`src/fds_pkg.sv`:
```
`timescale 1ns / 1ps
// ----------------------------------------------------------------------------
// fds_pkg: shared types for the forth data stack
// Operation codes, status codes, the stack word type and the execute result.
// ----------------------------------------------------------------------------
package fds_pkg;

  // width of one stack word
  localparam int WordW = 16;
  // width of the reported depth
  localparam int DepthW = 5;

  typedef logic signed [WordW-1:0] word_t;

  // operation codes as carried by the kind field
  typedef enum logic [2:0] {
    OP_PUSH  = 3'd0,
    OP_POP   = 3'd1,
    OP_DUP   = 3'd2,
    OP_SWAP  = 3'd3,
    OP_DROP  = 3'd4,
    OP_OVER  = 3'd5,
    OP_ROT   = 3'd6,
    OP_CLEAR = 3'd7
  } op_e;

  // result status codes
  typedef enum logic [1:0] {
    ST_OK        = 2'd0,
    ST_OVERFLOW  = 2'd1,
    ST_UNDERFLOW = 2'd2
  } status_e;

  // outcome of one operation, from the execute logic to the state registers
  typedef struct packed {
    status_e status;
    word_t   popped;
    logic    grow;    // one entry added, old third word spills to memory
    logic    shrink;  // one entry removed, third word refills from memory
    logic    empty;   // stack cleared
    word_t   top0;    // new top of stack
    word_t   top1;    // new second entry
    word_t   top2;    // new third entry
  } exec_t;

endpackage

```
`src/fds_stack_ram.sv`:
```
`timescale 1ns / 1ps
// ----------------------------------------------------------------------------
// fds_stack_ram: storage for the entries below the top three
// One write port and one registered read port; a read of the address written
// in the same cycle returns the new word.
// ----------------------------------------------------------------------------
module fds_stack_ram #(
  parameter int  DEPTH = 16,
  localparam int AW    = (DEPTH > 1) ? $clog2(DEPTH) : 1
) (
  input  logic                  clk_i,
  input  logic                  wr_en_i,
  input  logic [AW-1:0]         wr_addr_i,
  input  fds_pkg::word_t        wr_data_i,
  input  logic                  rd_en_i,
  input  logic [AW-1:0]         rd_addr_i,
  output fds_pkg::word_t        rd_data_o
);

  fds_pkg::word_t mem_q [DEPTH];
  fds_pkg::word_t rd_data_q;

  // write port
  always_ff @(posedge clk_i) begin
    if (wr_en_i) begin
      mem_q[wr_addr_i] <= wr_data_i;
    end
  end

  // registered read, write data forwarded on an address match
  always_ff @(posedge clk_i) begin
    if (rd_en_i) begin
      if (wr_en_i && (wr_addr_i == rd_addr_i)) begin
        rd_data_q <= wr_data_i;
      end else begin
        rd_data_q <= mem_q[rd_addr_i];
      end
    end
  end

  assign rd_data_o = rd_data_q;

endmodule

```
`src/fds_exec.sv`:
```
`timescale 1ns / 1ps
// ----------------------------------------------------------------------------
// fds_exec: operation decode and bounds check
// Works out status, popped word and the new top three entries for one word.
// ----------------------------------------------------------------------------
module fds_exec #(
  parameter int  STACK_DEPTH = 16,
  localparam int CW          = $clog2(STACK_DEPTH + 1)
) (
  input  logic [2:0]      kind_i,
  input  fds_pkg::word_t  push_value_i,
  input  logic [CW-1:0]   count_i,
  input  fds_pkg::word_t  top0_i,
  input  fds_pkg::word_t  top1_i,
  input  fds_pkg::word_t  top2_i,
  input  fds_pkg::word_t  spill_i,
  output fds_pkg::exec_t  exec_o
);

  logic has1;
  logic has2;
  logic has3;
  logic full;

  // bounds on the current depth
  assign has1 = (count_i >= CW'(1));
  assign has2 = (count_i >= CW'(2));
  assign has3 = (count_i >= CW'(3));
  assign full = (count_i >= CW'(STACK_DEPTH));

  // per operation outcome
  always_comb begin
    exec_o        = '0;
    exec_o.status = fds_pkg::ST_OK;
    exec_o.top0   = top0_i;
    exec_o.top1   = top1_i;
    exec_o.top2   = top2_i;
    case (fds_pkg::op_e'(kind_i))
      fds_pkg::OP_PUSH: begin
        if (full) begin
          exec_o.status = fds_pkg::ST_OVERFLOW;
        end else begin
          exec_o.grow = 1'b1;
          exec_o.top0 = push_value_i;
          exec_o.top1 = top0_i;
          exec_o.top2 = top1_i;
        end
      end
      fds_pkg::OP_POP, fds_pkg::OP_DROP: begin
        if (!has1) begin
          exec_o.status = fds_pkg::ST_UNDERFLOW;
        end else begin
          exec_o.shrink = 1'b1;
          if (fds_pkg::op_e'(kind_i) == fds_pkg::OP_POP) begin
            exec_o.popped = top0_i;
          end
          exec_o.top0 = top1_i;
          exec_o.top1 = top2_i;
          exec_o.top2 = spill_i;
        end
      end
      fds_pkg::OP_DUP: begin
        if (!has1) begin
          exec_o.status = fds_pkg::ST_UNDERFLOW;
        end else if (full) begin
          exec_o.status = fds_pkg::ST_OVERFLOW;
        end else begin
          exec_o.grow = 1'b1;
          exec_o.top0 = top0_i;
          exec_o.top1 = top0_i;
          exec_o.top2 = top1_i;
        end
      end
      fds_pkg::OP_SWAP: begin
        if (!has2) begin
          exec_o.status = fds_pkg::ST_UNDERFLOW;
        end else begin
          exec_o.top0 = top1_i;
          exec_o.top1 = top0_i;
        end
      end
      fds_pkg::OP_OVER: begin
        if (!has2) begin
          exec_o.status = fds_pkg::ST_UNDERFLOW;
        end else if (full) begin
          exec_o.status = fds_pkg::ST_OVERFLOW;
        end else begin
          exec_o.grow = 1'b1;
          exec_o.top0 = top1_i;
          exec_o.top1 = top0_i;
          exec_o.top2 = top1_i;
        end
      end
      fds_pkg::OP_ROT: begin
        if (!has3) begin
          exec_o.status = fds_pkg::ST_UNDERFLOW;
        end else begin
          exec_o.top0 = top2_i;
          exec_o.top1 = top0_i;
          exec_o.top2 = top1_i;
        end
      end
      fds_pkg::OP_CLEAR: begin
        exec_o.empty = 1'b1;
      end
      default: begin
        exec_o.empty = 1'b1;
      end
    endcase
  end

endmodule

```
`src/forth_data_stack.sv`:
```
`timescale 1ns / 1ps
// ----------------------------------------------------------------------------
// forth_data_stack: data stack of signed 16-bit words
// Push, pop, dup, swap, drop, over, rot and clear with bounds checking.
// ----------------------------------------------------------------------------
// The stack takes one operation word per clock while the result register is
// not stalled and returns one registered result word per operation, in the
// cycle after the word is taken; back-to-back words run at a rate of one per
// cycle unless the output stalls. The top three entries live in registers,
// the rest in a single-port-write memory whose next word to refill is
// prefetched by its registered read port. A failed operation reports overflow
// or underflow and leaves the stack as it was. Memory contents are undefined
// after reset and need no clearing pass; the block is ready from the first
// cycle after reset. depth_now carries the entry count in five bits.
module forth_data_stack #(
  parameter int STACK_DEPTH = 16
) (
  input  logic                      clk_i,
  input  logic                      rst_ni,
  input  logic                      in_valid_i,
  output logic                      in_stall_o,
  input  logic [2:0]                kind_i,
  input  logic signed [15:0]        push_value_i,
  output logic                      out_valid_o,
  input  logic                      out_stall_i,
  output logic [1:0]                status_o,
  output logic signed [15:0]        popped_value_o,
  output logic [4:0]                depth_now_o
);

  localparam int CW = $clog2(STACK_DEPTH + 1);
  localparam int AW = (STACK_DEPTH > 1) ? $clog2(STACK_DEPTH) : 1;

  logic                  accept;
  logic [CW-1:0]         count_q;
  logic [CW-1:0]         count_d;
  fds_pkg::word_t        top0_q;
  fds_pkg::word_t        top1_q;
  fds_pkg::word_t        top2_q;
  fds_pkg::word_t        spill;
  fds_pkg::exec_t        exec;
  logic                  wr_en;
  logic [CW-1:0]         wr_index;
  logic [CW-1:0]         rd_index;
  logic                  out_valid_q;
  fds_pkg::status_e      status_q;
  fds_pkg::word_t        popped_q;
  logic [CW-1:0]         depth_q;

  // handshake: take a word unless the result register is stuck
  assign in_stall_o = out_valid_q && out_stall_i;
  assign accept     = in_valid_i && !in_stall_o;

  // operation decode
  fds_exec #(
    .STACK_DEPTH (STACK_DEPTH)
  ) u_exec (
    .kind_i       (kind_i),
    .push_value_i (push_value_i),
    .count_i      (count_q),
    .top0_i       (top0_q),
    .top1_i       (top1_q),
    .top2_i       (top2_q),
    .spill_i      (spill),
    .exec_o       (exec)
  );

  // next entry count
  always_comb begin
    count_d = count_q;
    if (exec.empty) begin
      count_d = '0;
    end else if (exec.grow) begin
      count_d = count_q + CW'(1);
    end else if (exec.shrink) begin
      count_d = count_q - CW'(1);
    end
  end

  // spill of the old third entry, prefetch of the new one below the top three
  assign wr_en    = accept && exec.grow && (count_q >= CW'(3));
  assign wr_index = count_q - CW'(3);
  assign rd_index = count_d - CW'(4);

  fds_stack_ram #(
    .DEPTH (STACK_DEPTH)
  ) u_ram (
    .clk_i     (clk_i),
    .wr_en_i   (wr_en),
    .wr_addr_i (wr_index[AW-1:0]),
    .wr_data_i (top2_q),
    .rd_en_i   (accept),
    .rd_addr_i (rd_index[AW-1:0]),
    .rd_data_o (spill)
  );

  // entry count
  always_ff @(posedge clk_i or negedge rst_ni) begin
    if (!rst_ni) begin
      count_q <= '0;
    end else if (accept) begin
      count_q <= count_d;
    end
  end

  // top of stack registers
  always_ff @(posedge clk_i) begin
    if (accept) begin
      top0_q <= exec.top0;
      top1_q <= exec.top1;
      top2_q <= exec.top2;
    end
  end

  // result valid
  always_ff @(posedge clk_i or negedge rst_ni) begin
    if (!rst_ni) begin
      out_valid_q <= 1'b0;
    end else if (accept) begin
      out_valid_q <= 1'b1;
    end else if (!out_stall_i) begin
      out_valid_q <= 1'b0;
    end
  end

  // result payload
  always_ff @(posedge clk_i) begin
    if (accept) begin
      status_q <= exec.status;
      popped_q <= exec.popped;
      depth_q  <= count_d;
    end
  end

  assign out_valid_o    = out_valid_q;
  assign status_o       = status_q;
  assign popped_value_o = popped_q;
  assign depth_now_o    = 5'(depth_q);

  // entry count never passes the stack size
  a_count_bound : assert property (@(posedge clk_i) disable iff (!rst_ni)
    count_q <= CW'(STACK_DEPTH))
    else $error("entry count above stack depth");

  // a failed operation leaves the entry count alone
  a_error_keeps : assert property (@(posedge clk_i) disable iff (!rst_ni)
    accept && (exec.status != fds_pkg::ST_OK) |=> count_q == $past(count_q))
    else $error("entry count changed on error");

  // overflow only on a full stack
  a_ovf_full : assert property (@(posedge clk_i) disable iff (!rst_ni)
    accept && (exec.status == fds_pkg::ST_OVERFLOW) |-> count_q == CW'(STACK_DEPTH))
    else $error("overflow on a stack that is not full");

  // a spill only happens when three entries already sit in registers
  a_spill_depth : assert property (@(posedge clk_i) disable iff (!rst_ni)
    wr_en |-> (count_q >= CW'(3)) && (count_q < CW'(STACK_DEPTH)))
    else $error("spill write out of range");

endmodule

```
`config.mk`:
```
export PLATFORM = sky130hd
export DESIGN_NAME = forth_data_stack
export DESIGN_NICKNAME = d
export VERILOG_FILES = /design/src/fds_pkg.sv /design/src/fds_stack_ram.sv /design/src/fds_exec.sv /design/src/forth_data_stack.sv
export SDC_FILE = /design/constraint.sdc
export NUM_CORES = 1
export LEC_CHECK = 0
export BUFFER_PORTS_ARGS = -buffer_cell sky130_fd_sc_hd__buf_2
export CAP_MARGIN = 20
export CORE_UTILIZATION = 50
export DETAILED_ROUTE_END_ITERATION = 7
export GPL_ROUTABILITY_DRIVEN = 0
export HOLD_SLACK_MARGIN = 0.08
export MAX_ROUTING_LAYER = met4
export PLACE_DENSITY = 0.71
export RECOVER_POWER = 100
export SYNTH_ARGS = -nofsm -noshare
export SYNTH_HDL_FRONTEND = slang
export SYNTH_HIERARCHICAL = 1
export SYNTH_SLANG_ARGS = --single-unit
export TNS_END_PERCENT = 1
```
`constraint.sdc`:
```
create_clock -name clk_i -period 6 [get_ports clk_i]
set_input_delay 1.8 -clock clk_i [delete_from_list [all_inputs] [get_ports clk_i]]
set_output_delay 1.8 -clock clk_i [all_outputs]
set_load 0.05 [all_outputs]
```
* Word level (Yosys, flattened, before mapping)
Memory sizes are Yosys's and may differ from the RTL's. A register that Yosys moved wholly into a read port is not among the register bits.
Cells that the tools add are included.
** Word-level totals
- Register bits after elaboration :: 77
- Memory bits (writable) :: 256
- Input port bits :: 23
- Word-level logic and storage cells :: 79
- Memories kept :: 1
** Operators by class
- Add/subtract/negate cells :: 4
- Magnitude comparators :: 4
- Eq/ne operators :: 16
- Multiplexer cells :: 31
- Bitwise logic cells :: 1
- Reduce and logical (&&, ||, !) cells :: 14
** Memory list
- u_ram.mem_q :: depth 16, width 16, rd ports 1, clocked after Yosys merged registers in 1, wr ports 1, line fds_stack_ram.sv:20 : fds_pkg::word_t mem_q [DEPTH];
** Operators by type and width (count)
- two-way mux 48 bit :: 6
- one-hot mux 32 bit (6 select lines) :: 1
- one-hot mux 16 bit (5 select lines) :: 1
- two-way mux 32 bit :: 2
- AND reduction 9 bit :: 2
- two-way mux 5 bit :: 3
- == test 3 bit, second input constant :: 4
- inequality test 2 x 1 -> 1 bit, second input constant :: 6
- one-hot mux 2 bit (6 select lines) :: 1
- two-way mux 1 bit :: 11
- greater-or-equal comparator 5 x 2 -> 1 bit, second input constant :: 2
- two-way mux 2 bit :: 5
- AND reduction 10 bit :: 1
- nonzero test 5 bit :: 2
- == test 3 x 2 -> 1 bit, second input constant :: 2
- inequality test 2 bit, second input constant :: 3
- nonzero test 6 bit :: 1
- adder 5 x 1 -> 5 bit, second input constant :: 1
- greater-or-equal comparator 5 x 1 -> 1 bit, second input constant :: 1
- greater-or-equal comparator 5 bit, second input constant :: 1
- subtractor 5 x 1 -> 5 bit, second input constant :: 1
- logical AND 1 bit :: 4
- subtractor 4 x 2 -> 4 bit, second input constant :: 1
- subtractor 4 x 3 -> 4 bit, second input constant :: 1
- other kinds (7) :: 7

* Logic depth before layout (Yosys ltp)
- Word-level depth :: 8
- Mapped depth :: 16
- Mapped depth without buffers :: 12

* Modules after synthesis
Netlist, hierarchy kept.
** By module, submodules not included
- fds_stack_ram :: instances 1, cells an instance 452, area an instance 10586.4 sq um, seq. area each 8167.8 sq um
- forth_data_stack :: instances 1, cells an instance 131, area an instance 2651.3 sq um, seq. area each 2282.2 sq um
- fds_exec :: instances 1, cells an instance 351, area an instance 2418.6 sq um, seq. area each 0.0 sq um

* Worst setup path after synthesis
Ideal clock, no wire load.
- Path kind :: input-to-reg
- From :: input port out_stall_i
- To :: memory u_ram/mem_q[0][0] in the netlist's numbering, enable pin
- Arrival :: 5.865 ns
- Path slack :: -0.274 ns
- Cell stages on the path :: 7
- Buffers on the path :: 0
- Cells stage by stage :: nand2_1 > nand2_1 > inv_1 > nand2_1 > a21oi_1 > or3b_2 > nor3_1
** Between the ends
- Cells in the longest elaborated chain, start to end :: 7
** Ends and longest elaborated chain
- start: declaration :: line forth_data_stack.sv:25 : input logic out_stall_i,
- logical AND 1 bit :: line forth_data_stack.sv:51 : assign in_stall_o = out_valid_q && out_stall_i;
- zero test 1 bit :: line forth_data_stack.sv:52 : assign accept = in_valid_i && !in_stall_o;
- logical AND 1 bit :: line forth_data_stack.sv:52
- via accept :: line forth_data_stack.sv:34 : logic accept;
- logical AND 1 bit (2 in series) :: line forth_data_stack.sv:81 : assign wr_en = accept && exec.grow && (count_q >= CW'(3));
- via wr_en :: line forth_data_stack.sv:42 : logic wr_en;
- two-way mux 1 bit :: line fds_stack_ram.sv:25 : if (wr_en_i) begin
- two-way mux 1 bit (implied by the code) :: line fds_stack_ram.sv:26 : mem_q[wr_addr_i] <= wr_data_i;
- end: declaration :: line fds_stack_ram.sv:20
The timed path passes the listed nets, and every way through them passes these cells.

==> out/metrics.yaml <==
slew_headroom_pct: -24.0
final_nets: 1021
ios: 48
clock.fmax_ghz: 0.185
ys_warn_count: 6
hold_path.class: "reg2reg"
crit_family: "buffers and inverters"
end_kind: "register"
synth_top_area_share_pct: 65.8
critPathLaunchType: "input port"
yosys.area.top_type: "edfxtp_1"
synthAdderAreaFrac_pct: 0.160
overflow: 0
synth_mux_area_share_pct: 16.7
die_height_um: 179
wl_per_cell_um: 25.3
ys_seq_area_share_pct: 66.7
htreeDepth: 2
tns_ns: 0
synth_cells: 934
post_cts_resized: 0
rsz0062_at_grt: "false"
core_area_mm2: 0.0307
async_flop_share_pct: 1.72
final_cell_area_mm2: 0.0174
grt_max_degree: 70
ir_drop_uv: 502
drc: 0
io_buffers: 47
postCtsSetupBuffers: 0
drv_slew: 123
tightestPinTransition_ns: 1.86
clock-root-buffer: "clkbuf_16"
num_rows: 64
layout-drive-gt1-share_pct: 20.8
period_share_pct: 90.2
clock-sinks: 349
place_area_mm2: 0.0165
drv_cap: 4
regArea_mm2: 0.0105
viasPerCell: 6.47
antenna_found_initial: 0
leakagePower_uw: 0.00584
skew_ns: 0.0193
synth-edff-count: 343
hpwl_um: 20900
violations: "max-capacitance violations, max-slew violations"
cts_buffers: 36
grt_pass1_vias: 8984
dieArea_mm2: 0.0320
yosys.area_share.xor_xnor_pct: 0.615
wirelength_um: 35900
synthFlopType: "edfxtp_1"
fin_hold_ws_ns: 0.540
syn-cell-area_mm2: 0.0157
slowest_delay_ns: 1.05
dp_slack_ns: 0.365
powerDensity_mw_per_mm2: 448
synth_area_leaders: "edfxtp_1, mux4_2, mux2i_1"
worstPathRequired_ns: 6.12
ys_types: 66
avgSynthCellArea_um2: 16.8
cp_common_cell: "clkbuf_1"
hold_violations: 0
run_status: "finished with violations"
fill_cells: 2360
n_antenna_cell: 0
die_w_um: 179
grt_pass1_wl_um: 54500
start_util_pct: 51.0
slowest_stage: "clkbuf_1"
path_class: "in2reg"
cts_max_path_buffers: 3
first_pass_iters: 5
synth-simple-area-share_pct: 6.03
cts_hold_buf: 0
ant_nets: 0
finalWorstSetupSlack_ns: 0.587
ys_seq_elements: 349
synth_most_common_cell: "edfxtp_1"
worstPathArrival_ns: 5.53
min_period_ns: 5.41
crit_chain: "buf_2 > nor2b_1 > nand3_1 > a221oi_1 > clkbuf_1 > nand2_1 > a21oi_1 > or3b_2 > nor3_1 > clkbuf_1"
power_uw: 7800
synth_top_cells_by_count: "edfxtp_1, mux2i_1, mux4_2"
area_delta_synth_final_pct: 11.2
vias: 9163
drt_iter0_drc: 1239
synth_nets: 959
synth_compound_area_share_pct: 7.42
insertion_delay_ns: 0.53
synth_top_family_by_area: "multiplexers"
cts_tree: "done"
critPathBufInv: 3
setup_violations: 0
clk_pin_slew_ns: 0.06
crit_fanout: 26
multi_input_area_mm2: 0.00487
grt_use_total_pct: 23.6
[area by class of cell]
class	instances	area share [%]
inverter	8	0.180
multi-input combinational	515	28.0
clock buffer	45	5.37
tap	396	2.85
clock inverter	18	1.18
sequential	349	60.0
timing repair buffer	86	2.44
[flip-flops by register name, indices dropped and copies added (netlist names), 2 cells and up]
name and cells:
popped_value_o 16, top0_q 16, top1_q 16, status_o 2
u_ram/mem_q 256, top2_q 16, depth_now_o 5, u_ram/rd_data_o 16
count_q 5
[cells in the final DEF, fill, tap and decap left out, types with 9 or more instances in the layout]
master     Yosys  final
mux2i_1       75     74
nand2b_1      10      9
buf_4          3     12
buf_2         21     19
o21ai_0       18     18
mux2_2        37     37
o22ai_1       13     13
clkbuf_16      0     36
nand2_1       35     35
nor2_1        48     45
and2_0         0     14
mux4_2        64     64
a221o_1       40     40
a22oi_1       19     19
clkbuf_1      23     61
a21oi_1       17     17
nor3_1        12     11
and3_1        13     13
edfxtp_1     343    343
[metrics by stage]
stage          util (%)  std cells
2_1_floorplan         -        934
3_3_place_gp       53.7       1354
3_5_place_dp       53.7       1354
4_1_cts            57.4       1417
5_1_grt            56.8       1417
6_report           56.8       1417
[final timing paths]
kind	from	endpoint	slack [ns]	cells after the start
min reg2reg	out_valid_o$_DFFE_PN0P_	out_valid_o$_DFFE_PN0P_	0.54	2
min in group asynchronous	rst_ni	count_q[4]$_DFFE_PN0P_	1.13	1
min	out_valid_o$_DFFE_PN0P_	out_valid_o$_DFFE_PN0P_	0.54	2
max reg2reg	count_q[2]$_DFFE_PN0P_	u_ram/rd_data_o[1]$_DFFE_PP_	0.89	12
max in group asynchronous	rst_ni	count_q[4]$_DFFE_PN0P_	4.62	1
max	kind_i[1]	u_ram/mem_q[0][5]$_DFFE_PP_	0.59	10
[logic make-up (layout without fill, tap and decap cells)]
logic type / Yosys count / in the layout
compound gates: 149 / 149
fa+ha+maj: 2 / 2
flops: 349 / 349
simple gates: 177 / 177
buf+inv: 70 / 157
xor+xnor: 11 / 11
mux: 176 / 176
[layer usage]
metal  global-route usage [%]  vias up  wire length [µm]
met1                     34.5     4713             15600
met4                     4.77        0               520
met2                     35.5      455             16800
li1                         -     3940                 -
met5                        -        -                 0
met3                     3.50       55              2900
[worst reg2reg max path: stages, from the launching register on]
cell      delay [ns]
dfrtp_1         0.58
or4_1           0.88
nor2_8          0.43
a221oi_1        0.28
or4b_1          0.57
o21ai_4         0.18
xnor2_1         0.23
mux2i_4         0.36
buf_12          0.35
mux4_2          0.42
mux2i_1         0.17
mux2i_1         0.09
mux2_2          0.33
[power breakdown]
part           internal (µW)  switching [µW]  leakage [µW]
combinational           1180            1270       0.00207
clock                   1250             918      0.000552
sequential              2960             218       0.00322
total                   5390            2410       0.00584
Note: power is estimated with default switching activity, not from simulation.
